$ cat config.mk
export PLATFORM = sky130hd
export DESIGN_NAME = tsfir_queue
export DESIGN_NICKNAME = d
export VERILOG_FILES = /design/src/assert_macros.svh /design/src/tsfir_pkg.sv /design/src/tsfir_queue.sv
export SDC_FILE = /design/constraint.sdc
export NUM_CORES = 1
export LEC_CHECK = 0
export BUFFER_PORTS_ARGS = -buffer_cell sky130_fd_sc_hd__buf_2
export CAP_MARGIN = 15
export CORE_MARGIN = 10
export CORE_UTILIZATION = 43
export CTS_CLUSTER_SIZE = 25
export DETAILED_ROUTE_END_ITERATION = 7
export PLACE_DENSITY = 0.61
export RECOVER_POWER = 50
export SYNTH_ARGS = -nofsm -noshare
export SYNTH_HDL_FRONTEND = slang
export SYNTH_SLANG_ARGS = --single-unit
$ cat constraint.sdc
create_clock -name clk -period 7.1 [get_ports clk]
set_clock_uncertainty 0.1 [all_clocks]
set_input_delay 1.42 -clock clk [delete_from_list [all_inputs] [get_ports clk]]
set_output_delay 1.42 -clock clk [all_outputs]
set_load 0.01 [all_outputs]
$ cat src/assert_macros.svh
// Assertion macros used by the top level to check the FIR chain.
`ifndef ASSERT_MACROS_SVH
`define ASSERT_MACROS_SVH

// Clocked assertion that is switched off while reset is held.
`define TSFIR_ASSERT(label, prop, msg) \
	label: assert property (@(posedge clk) disable iff (!arst_n) prop) else $error(msg);

// Same-cycle implication built on the macro above.
`define TSFIR_ASSERT_IMP(label, ante, cons, msg) \
	`TSFIR_ASSERT(label, (ante) |-> (cons), msg)

`endif

$ cat src/tsfir_pkg.sv
// Constants, types, coefficient tables and arithmetic helpers of the FIR chain.
`default_nettype none

package tsfir_pkg;

	localparam int CHANNELS     = 10;
	localparam int TAPS         = 31;
	localparam int SAMPLE_WIDTH = 32;
	localparam int COEF_W       = 16;
	localparam int COEF_FRAC    = 15;
	localparam int CH_W         = 4;
	localparam int IO_W         = 32;
	localparam int CH_AW        = (CHANNELS > 1) ? $clog2(CHANNELS) : 1;
	localparam int TREE_LVLS    = $clog2(TAPS);
	localparam int TREE_N       = 1 << TREE_LVLS;
	localparam int PROD_W       = SAMPLE_WIDTH + COEF_W;
	localparam int ACC_W        = PROD_W + TREE_LVLS;
	localparam int ROW_W        = TAPS * SAMPLE_WIDTH;
	localparam int Q_DEPTH      = 4;
	localparam int Q_AW         = $clog2(Q_DEPTH);
	localparam int OUT_DEPTH    = 32;
	localparam int OB_AW        = $clog2(OUT_DEPTH);

	typedef logic [CH_W-1:0]                ch_t;
	typedef logic signed [SAMPLE_WIDTH-1:0] sample_t;
	typedef logic signed [IO_W-1:0]         io_t;
	typedef logic signed [COEF_W-1:0]       coef_t;
	typedef logic signed [PROD_W-1:0]       prod_t;
	typedef logic signed [ACC_W-1:0]        acc_t;
	typedef sample_t [TAPS-1:0]             row_t;
	typedef coef_t                          coef_tab_t [TAPS];

	// Item as it waits between the front and the back.
	typedef struct packed {
		logic    inr;
		ch_t     ch;
		sample_t x;
	} work_t;

	typedef struct packed {
		logic  vld;
		work_t item;
	} work_hs_t;

	typedef struct packed {
		logic vld;
		logic inr;
		ch_t  ch;
	} stage_ctl_t;

	typedef struct packed {
		logic    vld;
		logic    inr;
		ch_t     ch;
		sample_t x;
	} stage_io_t;

	typedef struct packed {
		ch_t ch;
		io_t value;
	} res_t;

	// Q1.15 taps, index 0 weights the newest sample.
	localparam coef_tab_t LP_TAPS = '{
		-16'sd56, -16'sd95, -16'sd125, -16'sd102, 16'sd0,
		16'sd226, 16'sd596, 16'sd1075, 16'sd1596, 16'sd2074,
		16'sd2422, 16'sd2572, 16'sd2487, 16'sd2176, 16'sd1691,
		16'sd1130, 16'sd593, 16'sd174, -16'sd72, -16'sd144,
		-16'sd102, 16'sd0, 16'sd102, 16'sd144, 16'sd72,
		-16'sd174, -16'sd593, -16'sd1130, -16'sd1691, -16'sd2176,
		-16'sd2487
	};

	localparam coef_tab_t HP_TAPS = '{
		-16'sd52, -16'sd66, -16'sd95, -16'sd144, -16'sd216,
		-16'sd308, -16'sd416, -16'sd541, -16'sd675, -16'sd809,
		-16'sd944, -16'sd1065, -16'sd1167, -16'sd1242, -16'sd1291,
		16'sd31408, -16'sd1291, -16'sd1242, -16'sd1167, -16'sd1065,
		-16'sd944, -16'sd809, -16'sd675, -16'sd541, -16'sd416,
		-16'sd308, -16'sd216, -16'sd144, -16'sd95, -16'sd66,
		-16'sd52
	};

	localparam coef_tab_t NT_TAPS = '{
		-16'sd43, -16'sd29, -16'sd13, 16'sd20, 16'sd82,
		16'sd164, 16'sd252, 16'sd321, 16'sd338, 16'sd285,
		16'sd157, -16'sd36, -16'sd256, -16'sd462, -16'sd609,
		16'sd32434, -16'sd609, -16'sd462, -16'sd256, -16'sd36,
		16'sd157, 16'sd285, 16'sd338, 16'sd321, 16'sd252,
		16'sd164, 16'sd82, 16'sd20, -16'sd13, -16'sd29,
		-16'sd43
	};

	// Clamp a wide signed value into the sample range.
	function automatic sample_t sat_sample(input acc_t v);
		logic [ACC_W-SAMPLE_WIDTH:0] top;
		sample_t r;
		top = v[ACC_W-1:SAMPLE_WIDTH-1];
		if ((&top) || !(|top)) begin
			r = v[SAMPLE_WIDTH-1:0];
		end else if (v[ACC_W-1]) begin
			r = {1'b1, {(SAMPLE_WIDTH-1){1'b0}}};
		end else begin
			r = {1'b0, {(SAMPLE_WIDTH-1){1'b1}}};
		end
		return r;
	endfunction

	function automatic acc_t mul_tap(input sample_t a, input coef_t b);
		prod_t p;
		p = a * b;
		return acc_t'(p);
	endfunction

	// Drop the coefficient fraction with floor rounding, then clamp.
	function automatic sample_t stage_result(input acc_t v);
		acc_t s;
		s = v >>> COEF_FRAC;
		return sat_sample(s);
	endfunction

endpackage

`default_nettype wire

$ cat src/tsfir_queue.sv
// Short queue that decouples the front end from the filter pipeline.
`default_nettype none

module tsfir_queue (
	input  logic                  clk,
	input  logic                  arst_n,
	input  tsfir_pkg::work_hs_t   push,
	output logic                  push_rdy,
	output tsfir_pkg::work_hs_t   pop,
	input  logic                  pop_rdy
);

	tsfir_pkg::work_t           mem_q [tsfir_pkg::Q_DEPTH];
	logic [tsfir_pkg::Q_AW:0]   wr_q;
	logic [tsfir_pkg::Q_AW:0]   rd_q;
	logic                       push_fire;
	logic                       pop_fire;

	// Pointers carry one extra bit so that full and empty differ.
	assign push_rdy = !((wr_q[tsfir_pkg::Q_AW] != rd_q[tsfir_pkg::Q_AW]) &&
		(wr_q[tsfir_pkg::Q_AW-1:0] == rd_q[tsfir_pkg::Q_AW-1:0]));
	assign pop.vld  = wr_q != rd_q;
	assign pop.item = mem_q[rd_q[tsfir_pkg::Q_AW-1:0]];

	assign push_fire = push.vld && push_rdy;
	assign pop_fire  = pop.vld && pop_rdy;

	always_ff @(posedge clk or negedge arst_n) begin
		if (!arst_n) begin
			wr_q <= '0;
			rd_q <= '0;
		end else begin
			if (push_fire) begin
				wr_q <= wr_q + 1'b1;
			end
			if (pop_fire) begin
				rd_q <= rd_q + 1'b1;
			end
		end
	end

	always_ff @(posedge clk) begin
		if (push_fire) begin
			mem_q[wr_q[tsfir_pkg::Q_AW-1:0]] <= push.item;
		end
	end

endmodule

`default_nettype wire

# --- After elaboration in Yosys (flattened, before gate mapping) ---
# Memories as Yosys holds them, arrays and structs flattened.
# Index checks and enable logic that the tools add are counted.
classes:
  n_addsub: 2
  eq_ne: 3
  mux: 2
  n_reduce_logical: 4
op_table:
  columns: ["operator", "n"]
  rows:
  - ["adder 3 x 1 -> 3 bit (second input constant)", 2]
  - ["logical AND 1 bit", 3]
  - ["!= test 3 bit", 1]
  - ["== test 2 bit", 1]
  - ["two-way mux 1 bit", 2]
  - ["zero test 1 bit", 1]
  - ["!= test 1 bit", 1]
word_totals:
  register_bits: 6
  mem_bits_rw: 148
  inputBits: 41
  wordCells: 14
  mem_count: 1
memory_table:
  columns: ["memory", "words", "word_bits", "read_ports", "rd_ports_with_merged_regs", "wr", "line", "rtl"]
  rows:
  - ["mem_q", 4, 37, 1, 0, 1, "tsfir_queue.sv:13", "tsfir_pkg::work_t mem_q [tsfir_pkg::Q_DEPTH];"]

# --- Depth between registers and ports, before layout ---
# Gate-level depths: netlist of run 1.
depth:
  word_depth: 6
  ltp_mapped: 5

# --- Worst setup path after synthesis of run 1 ---
# OpenSTA, ideal clock, no wires.
synth_timing:
  path_kind: "in2reg"
  startpoint: "input push[37] (netlist name)"
  endpoint: "memory mem_q[0][0] (netlist name), enable pin"
  setup_ps: 398
  arrival_time_ps: 2366
  required_ps: 6602
  slack_ps: 4236
  path_stages: 1
  n_path_buf: 0
  cell_sequence: "and3_1"
synth_via:
  elab_chain_len: 3
synth_rtl:
  columns: ["item", "line", "rtl"]
  rows:
  - ["start, declared", "tsfir_queue.sv:7", "input tsfir_pkg::work_hs_t push,"]
  - ["logical AND 1 bit", "tsfir_queue.sv:25", "assign push_fire = push.vld && push_rdy;"]
  - ["two-way mux 1 bit", "tsfir_queue.sv:43", "if (push_fire) begin"]
  - ["two-way mux 1 bit (not written as such)", "tsfir_queue.sv:44", "mem_q[wr_q[tsfir_pkg::Q_AW-1:0]] <= push.item;"]
  - ["end, declared", "tsfir_queue.sv:13", null]
# Every way passes these cells.

==> results of run 1 <==
==> synth_stat cells <==
cell type	instances	area share (%)
a31oi_4	1	0.36
dfrtp_1	6	2.6
mux4_2	37	14
nand3_1	1	0.085
a211oi_2	1	0.21
nand2_1	2	0.13
xnor2_1	4	0.60
xnor2_2	1	0.28
edfxtp_1	148	76
buf_8	2	0.51
o31ai_1	4	0.51
and3_1	3	0.32
ha_1	5	1.1
xor2_2	2	0.56
nand3_2	1	0.17
o311ai_1	1	0.15
a211oi_1	1	0.13
clkbuf_1	1	0.064
inv_1	3	0.19
a31oi_1	1	0.11
xor2_1	2	0.30
buf_4	2	0.26
buf_2	4	0.34
nand2b_1	2	0.21
a21oi_1	4	0.34
buf_6	1	0.19
mux2i_1	1	0.17
==> layout make-up <==
class / instances / area (um2) / share of cell area (%)
antenna: 1 / 2.50 / 0.0361
clock buffer: 19 / 433 / 6.25
multi-input combinational: 74 / 1150 / 16.6
sequential: 154 / 4600 / 66.3
timing repair buffer: 81 / 363 / 5.24
tap: 176 / 220 / 3.18
clock inverter: 13 / 153 / 2.20
inverter: 3 / 11.3 / 0.163
==> critical path: cells and delay by family, from the launching register on <==
family,cells,cell delay (ns)
mux,1,0.71
flops,1,2.12
buf+inv,1,0.17
==> flip-flops by register name (all words and copies together) (netlist names) <==
register	cells
mem_q	148
rd_q	3
wr_q	3
==> cell families after synthesis <==
family	after synthesis	share of synthesized area [%]
xor+xnor	9	1.73
buf+inv	13	1.56
compound gates	13	1.82
fa+ha+maj	5	1.07
flops	154	78.5
mux	38	14.4
simple gates	9	0.919
==> power by group through the flow <==
stage | clock [mW] | combinational (mW) | sequential (mW)
2_1_floorplan | 0 | 0.644 | 1.28
3_3_place_gp | 0 | 0.820 | 1.38
3_5_place_dp | 0 | 0.822 | 1.39
4_1_cts | 0.897 | 0.825 | 1.37
5_1_grt | 0.941 | 0.871 | 1.39
6_report | 0.876 | 0.793 | 1.35
==> layout by cell type (no fill, tap or decap), types with 2 or more instances in the layout <==
cell,count
and3_2,3
clkbuf_1,40
xor2_1,3
clkinv_1,2
clkinvlp_4,3
buf_2,41
clkbuf_16,17
o31ai_1,4
a31oi_1,2
clkinv_2,3
bufinv_16,3
nand2_1,2
dfrtp_1,5
edfxtp_1,148
inv_1,3
ha_1,5
buf_4,2
nand2b_1,2
mux4_2,37
clkinv_4,2
a21oi_1,4
xnor2_1,4
==> through the flow <==
stage | util, % | total power [mW] | std cells
after global routing | 52.1 | 3.20 | 520
after floorplan | - | 1.92 | 241
final | 52.1 | 3.02 | 521
after detailed placement | 48.2 | 2.21 | 488
after CTS | 52.6 | 3.09 | 520
after global placement | 48.2 | 2.20 | 488
==> metal layers <==
metal / up-vias / global-route usage, % / wire length (um)
met5: - / 0 / 13
met4: 2 / 4.44 / 55
met3: 7 / 6.34 / 1010
met2: 83 / 17.8 / 4900
met1: 1377 / 14.6 / 4490
li1: 1201 / - / -
==> worst min-delay path by stage <==
stage / cells after the start / start / endpoint / slack, ns
after global routing: 1 / rd_q[2] / rd_q[2] / 0.48
after floorplan: 1 / rd_q[2] / rd_q[2] / 0.44
final: 1 / rd_q[2] / rd_q[2] / 0.47
after CTS: 1 / rd_q[2] / rd_q[2] / 0.47
after global placement: 1 / rd_q[2] / rd_q[2] / 0.45
after detailed placement: 1 / rd_q[2] / rd_q[2] / 0.46
==> results.cfg, run 1 <==
[outcome]
status = finished, violations left
violations = max-capacitance violations, max-slew violations

[yosys]
synth_cell_types = 27
yosysWarnings = 0
syn_area_per_cell_um2 = 24.3
synth_fp_nets = 287
synth-seq-area-share_pct = 78.5
syn_area_um2 = 5850
ys_ff_latch = 154
syn_inst = 241

[setup_path]
cp_slowest_cell = dfrtp_1
reg2reg_slack_ns = 2.72
worst_setup_path_start_kind = register
crit_arrival_ns = 3.42
cp.required_ns = 5.58
critPathLaunch = rd_q[0]
cp_max_fo = 41
critPathCapture = pop[3]
worstPathCellList = mux4_2, buf_2
worstSetupPathType = reg -> out
timing.rr.end = mem_q[3][7]
crit_path_end_kind = output pin
r2r-start = rd_q[0]
cpPeakStageDelay_ns = 2.12
r2r.worst_path.cells = 3

[clock_network]
path_clk_slew_ns = 0.06
clock_latency_ns = 0.41
numCtsBuffers = 17
htreeDepth = 4
holdBufCountCts = 0
cts_tree = done
ctsResizeCount = 0
cts_setup_buffers = 0
clock_tree.root_cell = clkbuf_16
clockBufferDepth = 2
cts_sinks = 154

[timing]
setup_violations = 0
max_freq_mhz = 202
worstMarginPinSlew_ns = 2.61
tns_ns = 0
hold_ws_ns = 0.469
hold_viol = 0
max-slew-margin-rel_pct = -73.9
fin_crit_sh_pct = 69.6
period_minus_slack_ns = 4.94
rsz0062_at_grt = no
finalMaxSlewViolations = 42
setup_slack_ns = 2.16

[pwr]
p_leak_nw = 2.28
switching_share_pct = 28.9
power.density_nw_per_um2 = 436
power_frac_clock_pct = 29.0
ir_drop_mv = 0.208
p_sw_uw = 873
p_int_mw = 2.15
p_comb_share_pct = 26.2
p_seq_share_pct = 44.8

[final_layout]
syn_to_final_growth_pct = 18.3
layout-drive-gt1-share_pct = 33.7
nNetsFinal = 377
nFillCells = 1075
final_area_um2 = 6930

[drt]
drtAntennaViolNets = 0
drt-initial-drc-count = 129
dr_total_vias = 2670
totalWireLength_um = 10500
drc = 0
wl_per_cell_um = 20.1
drt-pass1-iter-count = 4
vias_per_cell = 5.12

[floorplanning]
start_util_pct = 44.0
coreArea_um2 = 13300
die-height_um = 137
io-pin-count = 80
dieArea_um2 = 18700
chipWidth_um = 137
std_cell_rows = 42

[grt]
grt_pass1_vias = 2942
grt_pass1_wl_um = 16600
grt_max_degree = 42
grt_remaining_overflow = 0
grt_use_total_pct = 12.0
antenna_found_initial = 2

[min_path]
worst_hold_path_type = reg -> reg

[placement]
placed_area_um2 = 6410
dp_slack_ns = 3.73
hpwl_um = 6290
place_congestion = 0.724
numPortBuffers = 79

[job]
cap_viol_max_count = 1
No activity file was read; power rests on OpenSTA's default activity.
==> inputs of run 2 (changes only) <==
ABC_AREA = 1   (was default)
PLACE_DENSITY = 0.6   (was 0.61)
clock period = 5.12 ns   (was 7.1 ns; I/O delays follow)
==> results.cfg, run 2 <==
[outcome]
status = complete, no violations

[timing]
hold_viol = 0
finalMaxSlewViolations = 0
tns_ns = 0
setup_violations = 0
rsz0062_at_grt = no
worstMarginPinSlew_ns = 1.41
fin_crit_sh_pct = 77.9
max-slew-margin-rel_pct = 5.69
period_minus_slack_ns = 3.99
max_freq_mhz = 251

[grt]
grt_pass1_vias = 3665
grt_use_total_pct = 13.8
grt_remaining_overflow = 0
grt_max_degree = 78
grt_pass1_wl_um = 19600
antenna_found_initial = 1

[pwr]
p_sw_mw = 1.46
p_seq_share_pct = 40.0
ir_drop_mv = 0.276
power.density_nw_per_um2 = 626
switching_share_pct = 33.4
power_frac_clock_pct = 28.6
p_comb_share_pct = 31.4
p_int_mw = 2.91
p_leak_nw = 2.42

[clock_network]
cts_sinks = 154
clock_tree.root_cell = clkbuf_16
ctsResizeCount = 0
numCtsBuffers = 17
clock_latency_ns = 0.41
cts_tree = done
cts_setup_buffers = 0
clockBufferDepth = 2
holdBufCountCts = 0
htreeDepth = 4
path_clk_slew_ns = 0.06

[final_layout]
largest_reg_flops = 148
nNetsFinal = 545
syn_to_final_growth_pct = 18.1
antennaDiodeCount = 0
layout-drive-gt1-share_pct = 15.6
final_common_cell = edfxtp_1
most-common-layout-cells = edfxtp_1, nor2_1, o21ai_0
fin_util_pct = 52.2

[drt]
totalWireLength_um = 12300
dr_total_vias = 3525
drt-initial-drc-count = 208
vias_per_cell = 5.12
drc = 0
drt-pass1-iter-count = 4
wl_per_cell_um = 17.9
drtAntennaViolNets = 0

[min_path]
worst_hold_path_type = in -> async

[yosys]
synthFlopType = edfxtp_1
syn_area_um2 = 5910
netlist_top_cells_area = edfxtp_1, o21ai_0, nor2_1, o22ai_1, dfrtp_1
yosysWarnings = 0
ys_ff_latch = 154
async_flop_share_pct = 3.90
synth-edff-count = 148
synth_fp_nets = 465
synth_top_area_share_pct = 75.3
syn_inst = 419
syn_area_per_cell_um2 = 14.1
synth.most_common_cell = edfxtp_1
synth-seq-area-share_pct = 77.8
synth_area_leader_cell = edfxtp_1
synth_cell_types = 19
yosys-top-cells-count = edfxtp_1, nor2_1, o21ai_0, o22ai_1, nand2_1

[setup_path]
cp.required_ns = 4.00
cp_max_fo = 46
crit_arrival_ns = 2.86
critPathMostFrequentCell = nand2_1
timing.critical_path.buf_inv = 3
cp_slowest_cell = inv_1
worstPathCellList = inv_1, buf_4, nand2_1, nand2_1, nand3_1, buf_2
worst_setup_path_start_kind = register
r2r-start = rd_q[0]
critPathLaunch = rd_q[0]
crit_path_end_kind = output pin
cp_top_family = buffers and inverters
cpPeakStageDelay_ns = 1.00
worstSetupPathType = reg -> out

[floorplanning]
coreArea_um2 = 13300
std_cell_rows = 42
io-pin-count = 80
chipWidth_um = 137
dieArea_um2 = 18800
die-height_um = 137
start_util_pct = 44.2

[placement]
place_congestion = 0.754
hpwl_um = 6950
numPortBuffers = 79

[job]
cap_viol_max_count = 0
## run 2: changes by cell type after synthesis, sizes merged, moves of 5 or more
| cell | before | now |
|---|---|---|
| nor2 | 0 | 77 |
| o21ai | 0 | 74 |
| mux4 | 37 | 0 |
| o22ai | 0 | 37 |
| nand2 | 2 | 28 |
| buf | 9 | 16 |
| clkbuf | 1 | 8 |
| inv | 3 | 10 |
| nand3 | 2 | 8 |
| xnor2 | 5 | 0 |
## run 2: power by group through the flow
| stage | sequential [mW] | clock [mW] | combinational, mW |
|---|---|---|---|
| 4_1_cts | 1.75 | 1.28 | 1.45 |
| 6_report | 1.75 | 1.25 | 1.37 |
| 3_5_place_dp | 1.77 | 0 | 1.45 |
| 2_1_floorplan | 1.77 | 0 | 0.913 |
| 3_3_place_gp | 1.76 | 0 | 1.43 |
| 5_1_grt | 1.77 | 1.34 | 1.55 |
## run 2: metal layers
metal  up-vias  GRT usage, %  share of wire (%)
met5         -             0              0.065
met4         2          6.21                1.8
met3        20          5.57                6.5
met2        87          22.6                 50
met1      1706          15.6                 41
li1       1710             -                  -
## run 2: worst register-to-register path, stage by stage, from the launching register on
cell and delay (ns):
dfrtp_2 0.39, inv_1 1.00, buf_4 0.48, nand2_1 0.11, nand2_1 0.08, nand3_1 0.18, nand2_1 0.33, nor2_4 0.04
clkbuf_2 0.65
## run 2: stage by stage
step | instances | setup WS (ns) | total power, mW | cell area [um2] | hold slack, ns
global placement | 656 | 2.10 | 3.19 | 6470 | 0.409
floorplan | 419 | 1.94 | 2.68 | 5910 | 0.384
finish | 688 | 1.13 | 4.37 | 6970 | 0.384
detailed placement | 656 | 2.07 | 3.21 | 6470 | 0.412
CTS | 688 | 1.61 | 4.47 | 7070 | 0.309
global route | 688 | 0.845 | 4.66 | 6970 | 0.387
## run 2: final timing paths
| path | end | slack, ns | depth (start not counted) |
|---|---|---|---|
| hold / removal | wr_q[2] | 0.38 | 1 |
| min in group clk | wr_q[2] | 0.43 | 2 |
| hold reg to reg | wr_q[2] | 0.43 | 2 |
| setup reg to reg | mem_q[2][16] | 1.24 | 8 |
| max in group asynchronous | rd_q[0] | 4.25 | 1 |
| setup / recovery | push_rdy | 1.13 | 6 |
## run 2: kinds of logic (layout without fill, tap and decap cells)
family                     count (synthesis)  count (layout)  share of synthesized area, %
AOI/OAI and AO/OA                        111             111                          10.2
adders and majority gates                  5               5                          1.06
buffers and inverters                     35             128                          2.65
DFF                                      154             154                          77.8
and+or+nand+nor                          113             113                          8.16
xor gates and xnor gates                   1               1                         0.148
## run 2: layout make-up
class                           count  area (um2)
Clock buffer                       20         437
Clock inverter                     12         154
Fill cell                        1156        6370
Inverter                           11        41.3
Multi-Input combinational cell    230        1140
Sequential cell                   154        4600
Tap cell                          176         220
Timing Repair Buffer               85         388
